## src/design/zdop_pkg.sv

```systemverilog
`timescale 1ns / 1ps
// shared types, constants and the signature matcher for the zip directory offset patcher
// no dependencies

package zdop_pkg;

    // input and output beats
    typedef struct packed {
        logic [7:0] data_byte;
        logic       final_byte;
    } in_t;

    typedef struct packed {
        logic [7:0] patched_byte;
        logic       end_of_file;
        logic [1:0] outcome;
    } out_t;

    // work the back part does on one byte
    typedef enum logic [1:0] {
        OP_PASS      = 2'd0,
        OP_ADD_FIRST = 2'd1,
        OP_ADD_NEXT  = 2'd2
    } op_t;

    typedef struct packed {
        logic [7:0] data;
        op_t        op;
        logic [1:0] lane;
        logic       final_byte;
        logic [1:0] outcome;
    } item_t;

    typedef struct packed {
        logic full;
        logic empty;
    } queue_status_t;

    localparam int QUEUE_DEPTH = 4;

    // central directory entry layout
    localparam logic [17:0] CEN_FIXED_LEN      = 18'd46;
    localparam logic [17:0] CEN_NAME_LEN_AT    = 18'd28;
    localparam logic [17:0] CEN_EXTRA_LEN_AT   = 18'd30;
    localparam logic [17:0] CEN_COMMENT_LEN_AT = 18'd32;
    localparam logic [17:0] CEN_LOCAL_OFF_AT   = 18'd42;
    localparam logic [17:0] CEN_SIG_LEN        = 18'd3;

    // end record layout
    localparam logic [4:0]  END_DIR_OFF_AT     = 5'd16;
    localparam logic [4:0]  END_SIG_LEN        = 5'd3;

    // signature bytes
    localparam logic [7:0] SIG_BYTE_P    = 8'h50;
    localparam logic [7:0] SIG_BYTE_K    = 8'h4B;
    localparam logic [7:0] SIG_BYTE_DIR0 = 8'h01;
    localparam logic [7:0] SIG_BYTE_DIR1 = 8'h02;
    localparam logic [7:0] SIG_BYTE_END0 = 8'h05;
    localparam logic [7:0] SIG_BYTE_END1 = 8'h06;

    // matched prefix of a signature
    localparam logic [2:0] SIG_NONE = 3'd0;
    localparam logic [2:0] SIG_P    = 3'd1;
    localparam logic [2:0] SIG_PK   = 3'd2;
    localparam logic [2:0] SIG_PK01 = 3'd3;
    localparam logic [2:0] SIG_PK05 = 3'd4;

    // file status and outcome codes
    localparam logic [1:0] STATUS_PENDING = 2'd0;
    localparam logic [1:0] STATUS_PATCHED = 2'd1;
    localparam logic [1:0] STATUS_EARLY   = 2'd2;

    localparam logic [1:0] OUTCOME_PATCHED = 2'd0;
    localparam logic [1:0] OUTCOME_NO_END  = 2'd1;
    localparam logic [1:0] OUTCOME_EARLY   = 2'd2;

    typedef enum logic [1:0] {
        HIT_NONE = 2'd0,
        HIT_DIR  = 2'd1,
        HIT_END  = 2'd2
    } hit_t;

    typedef struct packed {
        logic [2:0] progress;
        hit_t       hit;
    } match_t;

    // one step of the shared matcher for the directory and end signatures
    function automatic match_t match_step(input logic [2:0] progress, input logic [7:0] b);
        match_t m;
        m.progress = (b == SIG_BYTE_P) ? SIG_P : SIG_NONE;
        m.hit      = HIT_NONE;
        if (progress == SIG_P && b == SIG_BYTE_K) begin
            m.progress = SIG_PK;
        end else if (progress == SIG_PK && b == SIG_BYTE_DIR0) begin
            m.progress = SIG_PK01;
        end else if (progress == SIG_PK && b == SIG_BYTE_END0) begin
            m.progress = SIG_PK05;
        end else if (progress == SIG_PK01 && b == SIG_BYTE_DIR1) begin
            m.progress = SIG_NONE;
            m.hit      = HIT_DIR;
        end else if (progress == SIG_PK05 && b == SIG_BYTE_END1) begin
            m.progress = SIG_NONE;
            m.hit      = HIT_END;
        end
        return m;
    endfunction

endpackage

```

## src/design/zdop_front.sv

```systemverilog
`timescale 1ns / 1ps
// front part: parses the byte stream and tags each byte with the patch work it needs
// depends on zdop_pkg

module zdop_front (
    input  logic            clk,
    input  logic            rst_n,
    input  logic            accept,
    input  zdop_pkg::in_t   beat,
    output zdop_pkg::item_t item
);

    typedef enum logic [6:0] {
        PH_SEARCH   = 7'b0000001,
        PH_ENTRY    = 7'b0000010,
        PH_NEXT     = 7'b0000100,
        PH_SEEK_END = 7'b0001000,
        PH_END      = 7'b0010000,
        PH_DONE     = 7'b0100000,
        PH_EARLY    = 7'b1000000
    } phase_t;

    phase_t      phase_reg, phase_next;
    logic [31:0] byte_pos_reg, byte_pos_next;
    logic [2:0]  sig_reg, sig_next;
    logic [17:0] entry_idx_reg, entry_idx_next;
    logic [17:0] len_sum_reg, len_sum_next;
    logic [7:0]  len_low_reg, len_low_next;
    logic [31:0] dir_start_reg, dir_start_next;
    logic [4:0]  end_idx_reg, end_idx_next;
    logic [1:0]  status_reg, status_next;

    zdop_pkg::match_t m;
    logic [7:0]  b;
    logic [17:0] idx_inc;
    logic [17:0] off_diff;
    logic [4:0]  end_inc;
    logic [4:0]  end_diff;
    logic [18:0] entry_last;

    always_comb
    begin
        b              = beat.data_byte;
        m              = zdop_pkg::match_step(sig_reg, b);
        idx_inc        = entry_idx_reg + 18'd1;
        off_diff       = idx_inc - zdop_pkg::CEN_LOCAL_OFF_AT;
        end_inc        = end_idx_reg + 5'd1;
        end_diff       = end_inc - zdop_pkg::END_DIR_OFF_AT;
        entry_last     = 19'd0;

        phase_next     = phase_reg;
        byte_pos_next  = byte_pos_reg + 32'd1;
        sig_next       = sig_reg;
        entry_idx_next = entry_idx_reg;
        len_sum_next   = len_sum_reg;
        len_low_next   = len_low_reg;
        dir_start_next = dir_start_reg;
        end_idx_next   = end_idx_reg;
        status_next    = status_reg;

        item.data       = b;
        item.op         = zdop_pkg::OP_PASS;
        item.lane       = 2'd0;
        item.final_byte = beat.final_byte;
        item.outcome    = zdop_pkg::OUTCOME_PATCHED;

        unique case (phase_reg)
            PH_SEARCH:
            begin
                sig_next = m.progress;
                if (m.hit == zdop_pkg::HIT_DIR) begin
                    dir_start_next = byte_pos_reg - 32'd3;
                    phase_next     = PH_ENTRY;
                    entry_idx_next = zdop_pkg::CEN_SIG_LEN;
                    len_sum_next   = 18'd0;
                    len_low_next   = 8'd0;
                end else if (m.hit == zdop_pkg::HIT_END) begin
                    phase_next  = PH_EARLY;
                    status_next = zdop_pkg::STATUS_EARLY;
                end
            end
            PH_ENTRY:
            begin
                entry_idx_next = idx_inc;
                if (idx_inc == zdop_pkg::CEN_NAME_LEN_AT ||
                    idx_inc == zdop_pkg::CEN_EXTRA_LEN_AT ||
                    idx_inc == zdop_pkg::CEN_COMMENT_LEN_AT) begin
                    len_low_next = b;
                end else if (idx_inc == zdop_pkg::CEN_NAME_LEN_AT + 18'd1 ||
                             idx_inc == zdop_pkg::CEN_EXTRA_LEN_AT + 18'd1 ||
                             idx_inc == zdop_pkg::CEN_COMMENT_LEN_AT + 18'd1) begin
                    len_sum_next = len_sum_reg + {2'b00, b, len_low_reg};
                end else if (off_diff < 18'd4) begin
                    item.op   = (off_diff[1:0] == 2'd0) ? zdop_pkg::OP_ADD_FIRST
                                                        : zdop_pkg::OP_ADD_NEXT;
                    item.lane = off_diff[1:0];
                end
                // entry ends after its fixed part plus the three variable fields
                entry_last = {1'b0, zdop_pkg::CEN_FIXED_LEN - 18'd1} + {1'b0, len_sum_next};
                if (idx_inc >= zdop_pkg::CEN_FIXED_LEN - 18'd1 &&
                    {1'b0, idx_inc} == entry_last) begin
                    phase_next = PH_NEXT;
                    sig_next   = zdop_pkg::SIG_NONE;
                end
            end
            PH_NEXT:
            begin
                sig_next = m.progress;
                if (m.hit == zdop_pkg::HIT_DIR) begin
                    phase_next     = PH_ENTRY;
                    entry_idx_next = zdop_pkg::CEN_SIG_LEN;
                    len_sum_next   = 18'd0;
                    len_low_next   = 8'd0;
                end else if (m.hit == zdop_pkg::HIT_END) begin
                    phase_next   = PH_END;
                    end_idx_next = zdop_pkg::END_SIG_LEN;
                    status_next  = zdop_pkg::STATUS_PATCHED;
                end else if (m.progress <= sig_reg) begin
                    // chain broken, keep looking for the end record from here
                    phase_next = PH_SEEK_END;
                end
            end
            PH_SEEK_END:
            begin
                sig_next = m.progress;
                if (m.hit == zdop_pkg::HIT_END) begin
                    phase_next   = PH_END;
                    end_idx_next = zdop_pkg::END_SIG_LEN;
                    status_next  = zdop_pkg::STATUS_PATCHED;
                end
            end
            PH_END:
            begin
                end_idx_next = end_inc;
                if (end_diff < 5'd4) begin
                    // directory start goes through the same byte adder as the offsets
                    item.data = dir_start_reg[{end_diff[1:0], 3'b000} +: 8];
                    item.op   = (end_diff[1:0] == 2'd0) ? zdop_pkg::OP_ADD_FIRST
                                                        : zdop_pkg::OP_ADD_NEXT;
                    item.lane = end_diff[1:0];
                end
                if (end_inc >= zdop_pkg::END_DIR_OFF_AT + 5'd3) begin
                    phase_next = PH_DONE;
                end
            end
            PH_DONE, PH_EARLY:
            begin
                phase_next = phase_reg;
            end
            default:
            begin
                phase_next = PH_SEARCH;
            end
        endcase

        // status includes a signature completed by this very beat
        if (beat.final_byte) begin
            case (status_next)
                zdop_pkg::STATUS_PATCHED: item.outcome = zdop_pkg::OUTCOME_PATCHED;
                zdop_pkg::STATUS_EARLY:   item.outcome = zdop_pkg::OUTCOME_EARLY;
                default:                  item.outcome = zdop_pkg::OUTCOME_NO_END;
            endcase
        end
    end

    always_ff @(posedge clk or negedge rst_n)
    begin
        if (!rst_n) begin
            phase_reg     <= PH_SEARCH;
            byte_pos_reg  <= 32'd0;
            sig_reg       <= zdop_pkg::SIG_NONE;
            entry_idx_reg <= 18'd0;
            len_sum_reg   <= 18'd0;
            len_low_reg   <= 8'd0;
            dir_start_reg <= 32'd0;
            end_idx_reg   <= 5'd0;
            status_reg    <= zdop_pkg::STATUS_PENDING;
        end else if (accept) begin
            if (beat.final_byte) begin
                // last beat of a file, start the next one clean
                phase_reg     <= PH_SEARCH;
                byte_pos_reg  <= 32'd0;
                sig_reg       <= zdop_pkg::SIG_NONE;
                entry_idx_reg <= 18'd0;
                len_sum_reg   <= 18'd0;
                len_low_reg   <= 8'd0;
                dir_start_reg <= 32'd0;
                end_idx_reg   <= 5'd0;
                status_reg    <= zdop_pkg::STATUS_PENDING;
            end else begin
                phase_reg     <= phase_next;
                byte_pos_reg  <= byte_pos_next;
                sig_reg       <= sig_next;
                entry_idx_reg <= entry_idx_next;
                len_sum_reg   <= len_sum_next;
                len_low_reg   <= len_low_next;
                dir_start_reg <= dir_start_next;
                end_idx_reg   <= end_idx_next;
                status_reg    <= status_next;
            end
        end
    end

endmodule

```

## src/design/zdop_queue.sv

```systemverilog
`timescale 1ns / 1ps
// short fifo of tagged beats between the front and back parts
// depends on zdop_pkg

module zdop_queue #(
    parameter int DEPTH = zdop_pkg::QUEUE_DEPTH
) (
    input  logic                    clk,
    input  logic                    rst_n,
    input  logic                    push,
    input  zdop_pkg::item_t         push_item,
    input  logic                    pop,
    output zdop_pkg::item_t         head_item,
    output zdop_pkg::queue_status_t status
);

    localparam int PTR_W = (DEPTH > 1) ? $clog2(DEPTH) : 1;
    localparam int CNT_W = $clog2(DEPTH + 1);

    zdop_pkg::item_t slot_reg [DEPTH];
    logic [PTR_W-1:0] wr_ptr_reg, wr_ptr_next;
    logic [PTR_W-1:0] rd_ptr_reg, rd_ptr_next;
    logic [CNT_W-1:0] count_reg, count_next;

    always_comb
    begin
        wr_ptr_next = wr_ptr_reg;
        rd_ptr_next = rd_ptr_reg;
        count_next  = count_reg;
        if (push) begin
            wr_ptr_next = (wr_ptr_reg == PTR_W'(DEPTH - 1)) ? '0 : wr_ptr_reg + PTR_W'(1);
        end
        if (pop) begin
            rd_ptr_next = (rd_ptr_reg == PTR_W'(DEPTH - 1)) ? '0 : rd_ptr_reg + PTR_W'(1);
        end
        if (push && !pop) begin
            count_next = count_reg + CNT_W'(1);
        end else if (pop && !push) begin
            count_next = count_reg - CNT_W'(1);
        end
        status.full  = (count_reg == CNT_W'(DEPTH));
        status.empty = (count_reg == '0);
        head_item    = slot_reg[rd_ptr_reg];
    end

    always_ff @(posedge clk or negedge rst_n)
    begin
        if (!rst_n) begin
            wr_ptr_reg <= '0;
            rd_ptr_reg <= '0;
            count_reg  <= '0;
        end else begin
            wr_ptr_reg <= wr_ptr_next;
            rd_ptr_reg <= rd_ptr_next;
            count_reg  <= count_next;
        end
    end

    always_ff @(posedge clk)
    begin
        if (push) begin
            slot_reg[wr_ptr_reg] <= push_item;
        end
    end

endmodule

```

## src/design/zdop_back.sv

```systemverilog
`timescale 1ns / 1ps
// back part: byte adder with carry for offset fields, and the registered output beat
// depends on zdop_pkg

module zdop_back (
    input  logic            clk,
    input  logic            rst_n,
    input  logic [31:0]     shift_amount,
    input  logic            item_valid,
    input  zdop_pkg::item_t item,
    output logic            item_pop,
    output logic            out_valid,
    input  logic            out_stall,
    output zdop_pkg::out_t  out_data
);

    logic           valid_reg, valid_next;
    logic           carry_reg, carry_next;
    zdop_pkg::out_t data_reg, data_next;
    logic [7:0]     shift_byte;
    logic           carry_in;
    logic [8:0]     sum;

    always_comb
    begin
        item_pop   = item_valid && (!valid_reg || !out_stall);
        shift_byte = shift_amount[{item.lane, 3'b000} +: 8];
        carry_in   = (item.op == zdop_pkg::OP_ADD_NEXT) ? carry_reg : 1'b0;
        sum        = {1'b0, item.data} + {1'b0, shift_byte} + {8'd0, carry_in};

        carry_next = carry_reg;
        data_next  = data_reg;
        valid_next = valid_reg && out_stall;
        if (item_pop) begin
            valid_next             = 1'b1;
            data_next.end_of_file  = item.final_byte;
            data_next.outcome      = item.outcome;
            data_next.patched_byte = item.data;
            if (item.op == zdop_pkg::OP_ADD_FIRST || item.op == zdop_pkg::OP_ADD_NEXT) begin
                data_next.patched_byte = sum[7:0];
                carry_next             = sum[8];
            end
        end
    end

    always_ff @(posedge clk or negedge rst_n)
    begin
        if (!rst_n) begin
            valid_reg <= 1'b0;
            carry_reg <= 1'b0;
        end else begin
            valid_reg <= valid_next;
            carry_reg <= carry_next;
        end
    end

    always_ff @(posedge clk)
    begin
        data_reg <= data_next;
    end

    assign out_valid = valid_reg;
    assign out_data  = data_reg;

endmodule

```

## src/design/zip_directory_offset_patcher_core.sv

```systemverilog
`timescale 1ns / 1ps
// top level of the zip directory offset patcher: front parser, beat queue, back adder
// depends on zdop_pkg, zdop_front, zdop_queue, zdop_back
//
//  channel   handshake               payload
//  in        in_valid / in_stall     in_data  (data_byte, final_byte)
//  out       out_valid / out_stall   out_data (patched_byte, end_of_file, outcome)
//  config    cfg_wr_en               cfg_wr_data (shift_amount)
//
// one beat per cycle in and out while in_stall and out_stall are low; with the queue empty, a byte
// taken in is written to a queue slot, then popped into the output register and leaves from there.
// in_stall rises only when the QUEUE_DEPTH-entry queue is full, so the front keeps
// taking beats while the output side is stalled, until QUEUE_DEPTH + 1 beats are held.
// reset clears the parse state and shift_amount; the parse state also clears after
// each beat marked final_byte.

module zip_directory_offset_patcher_core #(
    parameter int QUEUE_DEPTH = zdop_pkg::QUEUE_DEPTH
) (
    input  logic           clk,
    input  logic           rst_n,
    input  logic           in_valid,
    output logic           in_stall,
    input  zdop_pkg::in_t  in_data,
    output logic           out_valid,
    input  logic           out_stall,
    output zdop_pkg::out_t out_data,
    input  logic           cfg_wr_en,
    input  logic [31:0]    cfg_wr_data
);

    logic [31:0] shift_amount_reg;
    logic                    in_accept;
    logic                    q_pop;
    zdop_pkg::item_t         front_item;
    zdop_pkg::item_t         head_item;
    zdop_pkg::queue_status_t q_status;

    always_ff @(posedge clk or negedge rst_n)
    begin
        if (!rst_n) begin
            shift_amount_reg <= 32'd0;
        end else if (cfg_wr_en) begin
            shift_amount_reg <= cfg_wr_data;
        end
    end

    assign in_stall  = q_status.full;
    assign in_accept = in_valid && !q_status.full;

    zdop_front u_front (
        .clk    (clk),
        .rst_n  (rst_n),
        .accept (in_accept),
        .beat   (in_data),
        .item   (front_item)
    );

    zdop_queue #(
        .DEPTH (QUEUE_DEPTH)
    ) u_queue (
        .clk       (clk),
        .rst_n     (rst_n),
        .push      (in_accept),
        .push_item (front_item),
        .pop       (q_pop),
        .head_item (head_item),
        .status    (q_status)
    );

    zdop_back u_back (
        .clk          (clk),
        .rst_n        (rst_n),
        .shift_amount (shift_amount_reg),
        .item_valid   (!q_status.empty),
        .item         (head_item),
        .item_pop     (q_pop),
        .out_valid    (out_valid),
        .out_stall    (out_stall),
        .out_data     (out_data)
    );

    // status only rides on the last beat of a file
    a_outcome_only_on_last: assert property (@(posedge clk) disable iff (!rst_n)
        out_valid && !out_data.end_of_file |-> out_data.outcome == zdop_pkg::OUTCOME_PATCHED)
        else $error("outcome set on a beat that is not the last of its file");

    a_outcome_code: assert property (@(posedge clk) disable iff (!rst_n)
        out_valid |-> out_data.outcome <= zdop_pkg::OUTCOME_EARLY)
        else $error("undefined outcome code");

    // a new output beat must come from a queued beat
    a_out_from_queue: assert property (@(posedge clk) disable iff (!rst_n)
        $rose(out_valid) |-> $past(!q_status.empty))
        else $error("output beat without a queued beat");

    a_full_not_empty: assert property (@(posedge clk) disable iff (!rst_n)
        in_stall |-> !q_status.empty)
        else $error("queue reports full and empty together");

    a_no_pop_when_empty: assert property (@(posedge clk) disable iff (!rst_n)
        q_status.empty |-> !q_pop)
        else $error("back part popped an empty queue");

endmodule

```

## config.mk

```make
export PLATFORM = sky130hd
export DESIGN_NAME = zip_directory_offset_patcher_core
export DESIGN_NICKNAME = d
export VERILOG_FILES = /design/src/design/zdop_pkg.sv /design/src/design/zdop_front.sv /design/src/design/zdop_queue.sv /design/src/design/zdop_back.sv /design/src/design/zip_directory_offset_patcher_core.sv
export SDC_FILE = /design/constraint.sdc
export NUM_CORES = 1
export LEC_CHECK = 0
export ABC_AREA = 1
export BUFFER_PORTS_ARGS = -buffer_cell sky130_fd_sc_hd__buf_2
export CORE_MARGIN = 2
export CORE_UTILIZATION = 40
export CTS_CLUSTER_DIAMETER = 40
export DETAILED_ROUTE_END_ITERATION = 6
export PLACE_DENSITY_LB_ADDON = 0.2
export SLEW_MARGIN = 25
export SYNTH_ARGS = -nofsm -noshare
export SYNTH_HDL_FRONTEND = slang
export SYNTH_SLANG_ARGS = --single-unit
```

## constraint.sdc

```tcl
create_clock -name clk -period 3.8 [get_ports clk]
set_input_delay 0.38 -clock clk [delete_from_list [all_inputs] [get_ports clk]]
set_output_delay 0.38 -clock clk [all_outputs]
set_load 0.01 [all_outputs]
```

==> results_dict.tcl <==
set metrics [dict create \
    rr_worst_depth 27 \
    largest_reg_flops 60 \
    worst_skew_pair.late_latency_ns 0.57 \
    cts_tree "done" \
    drt-initial-drc-count 753 \
    fmaxAchievable_ghz 0.272 \
    clk_path_buf_depth 3 \
    die_y_um 194 \
    slowest_stage "dfrtp_1" \
    critPathMaxStageDelay_ns 0.41 \
    grt_pass1_wl_mm 61.9 \
    synth-main-ff-cell "dfrtp_1" \
    setup_tns_ns 0 \
    end_kind "flip-flop" \
    nNetsFinal 2060 \
    ir_worst_vdd_v 0.000547 \
    synth_area_um2 14400 \
    layout_common_cells "316 x nand2_1, 246 x inv_1, 209 x nor2_1, 164 x dfrtp_1, 151 x o21ai_0" \
    drcViolationCount 0 \
    async_flop_share_pct 70.0 \
    dr.pass1.iters 5 \
    cellPowerDensity_nw_per_um2 633 \
    antenna_left 0 \
    synth-seq-cells 237 \
    reg2reg_slack_ns 0.12 \
    synth_edf_count 71 \
    syn_inst 1828 \
    place_hpwl_mm 27.7 \
    nFillCells 3381 \
    rows 69 \
    vias_per_cell 5.12 \
    p_total_mw 11.2 \
    finalCoreUtilization_pct 49.6 \
    antennaDiodeCount 0 \
    slew_headroom_pct 48.1 \
    mostFrequentLayoutCell "nand2_1" \
    clk_pin_slew_ns 0.05 \
    finalWorstSetupSlack_ns 0.120 \
    cts_root_buf "clkbuf_16" \
    routabilityCongestion 0.909 \
    initial_core_util_pct 40.6 \
    place_area_um2 15600 \
    maxCapViolCount 0 \
    leakage_nw 8.28 \
    io_buffers 58 \
    layout-area-overhead-vs-synth_pct 22.1 \
    critPathKind "reg2reg" \
    wl_per_cell_um 15.4 \
    critPathLaunchType "flip-flop" \
    hp-start "cfg_wr_data[1]" \
    io_pins 59 \
    grt_max_degree 79 \
    finClkSkew_ns 0.0246 \
    antenna_found_initial 0 \
    min_path_cells 3 \
    syn_avg_cell_area_um2 7.90 \
    h-tree-depth 2 \
    hold_violations 0 \
    min_period_ns 3.68 \
    design.core.area_um2 35600 \
    grt.total_usage_pct 20.1 \
    crit_path_max_fanout 8 \
    numCtsBuffers 44 \
    critPathMostFrequentCell "nand2_1" \
    overflow 0 \
    via_count 12600 \
    drv_slew 0 \
    worstMarginPinSlew_ns 0.777 \
    outcome "finished, final reports clean" \
    dieWidth_um 194 \
    drive_gt1_share_pct 17.7 \
    grt_pass1_vias 12000 \
    finalSetupViolCount 0 \
    r2r_end "u_front.phase_reg[3]$_DFFE_PN0P_" \
    synth_cell_types 59 \
    hp-class "in2reg" \
    ys_seq_area_share_pct 43.5 \
    hold_end "shift_amount_reg[1]$_DFFE_PN0P_" \
    dpl_worst_slack_ns -0.0425 \
    fin_crit_sh_pct 96.9 \
    yosys_warnings 0 \
    totalWireLength_mm 37.9 \
    synthesis.nets 1925 \
    worstPathRequired_ns 4.30 \
    critPathArrivalTime_ns 4.18 \
    die_area_um2 37600 \
    r2r-start "u_front.entry_idx_reg[0]$_DFFE_PN0P_" \
    clock_sink_count 237 \
    rsz0062_at_grt "true" \
    design_area_um2 17600 \
]
synthesized netlist by cell type (10+ instances only):
library cell,count,area (um^2)
dfrtp_1,165,4130
o32ai_1,10,87.6
edfxtp_1,71,2130
nor4_1,13,81.3
inv_2,11,41.3
nand2_2,15,93.8
nand2_1,339,1270
clkbuf_1,40,150
o22ai_1,51,319
inv_1,248,931
o21ai_0,152,761
nor2_1,222,833
xor2_1,43,377
nand4_1,38,238
mux2_2,30,338
nor3_1,47,235
a21oi_1,70,350
ha_1,47,588
nand3_1,103,515
worst max path at each step:
stage | start | end | slack, ns
2_1_floorplan | u_front.entry_idx_reg[0]$_DFFE_PN0P_ | u_front.sig_reg[0]$_DFFE_PN0P_ | 0.42
3_3_place_gp | u_front.entry_idx_reg[0]$_DFFE_PN0P_ | u_front.phase_reg[1]$_DFFE_PN0P_ | 0.07
3_5_place_dp | u_front.entry_idx_reg[0]$_DFFE_PN0P_ | u_front.phase_reg[3]$_DFFE_PN0P_ | -0.04
4_1_cts | u_front.entry_idx_reg[0]$_DFFE_PN0P_ | u_front.phase_reg[3]$_DFFE_PN0P_ | 0.005
5_1_grt | u_front.entry_idx_reg[0]$_DFFE_PN0P_ | u_front.phase_reg[3]$_DFFE_PN0P_ | -0.22
6_report | u_front.entry_idx_reg[0]$_DFFE_PN0P_ | u_front.phase_reg[3]$_DFFE_PN0P_ | 0.12
layer usage:
layer / share of wire [%] / GRT usage, % / up-vias
li1: - / - / 6419
met1: 47 / 27.5 / 5803
met2: 46 / 32.0 / 305
met3: 5.2 / 3.62 / 59
met4: 2.6 / 7.15 / 0
met5: 0 / 0 / -
worst max-delay path, delay by kind of cell (launching register included):
family	cells	cell delay (ns)
AOI/OAI and AO/OA	1	0.22
adders and majority gates	1	0.20
buffers and inverters	3	0.44
and+or+nand+nor	22	2.30
DFF	1	0.41
logic make-up after synthesis:
family	share of synthesized area [%]
AND/OR/NAND/NOR	24.5
AO/OA/AOI/OAI	13.6
buffers and inverters	8.34
flip-flops	43.5
adder cells (fa/ha/maj)	4.63
XOR/XNOR	3.03
multiplexers	2.41
power breakdown:
group | internal [mW] | total [mW] | leakage (nW) | switching (mW)
sequential | 3.11 | 3.29 | 2.87 | 0.188
combinational | 1.36 | 3.81 | 4.65 | 2.46
clock | 2.63 | 4.05 | 0.760 | 1.43
what timing repair did:
action | 4_1_cts | 5_1_grt
pin swaps | 1 | 15
buffers inserted | 2 | 13
gates cloned | 0 | 1
hold buffers | 3 | 0
endpoints found under the setup margin | 10 | 13
hold endpoints to repair | 77 | 0
gates resized for setup | 2 | 77
layout make-up:
type / instances / area [um^2] / share of cell area [%]
well taps: 461 / 577 / 3.27
flip-flops and latches: 237 / 6290 / 35.7
multi-input cells: 1277 / 7220 / 40.9
clock inverters: 27 / 360 / 2.04
inverters: 263 / 990 / 5.61
clock buffers: 55 / 1200 / 6.82
repair buffers: 140 / 1000 / 5.68
metrics by stage:
stage / hold WS [ns] / instances
finish: 0.0315 / 2460
global route: 0.0234 / 2460
CTS: 0.00778 / 2446
detailed placement: 0.470 / 2359
global placement: 0.464 / 2359
floorplan: 0.0844 / 1828
Power figures use the tool's default switching activity.
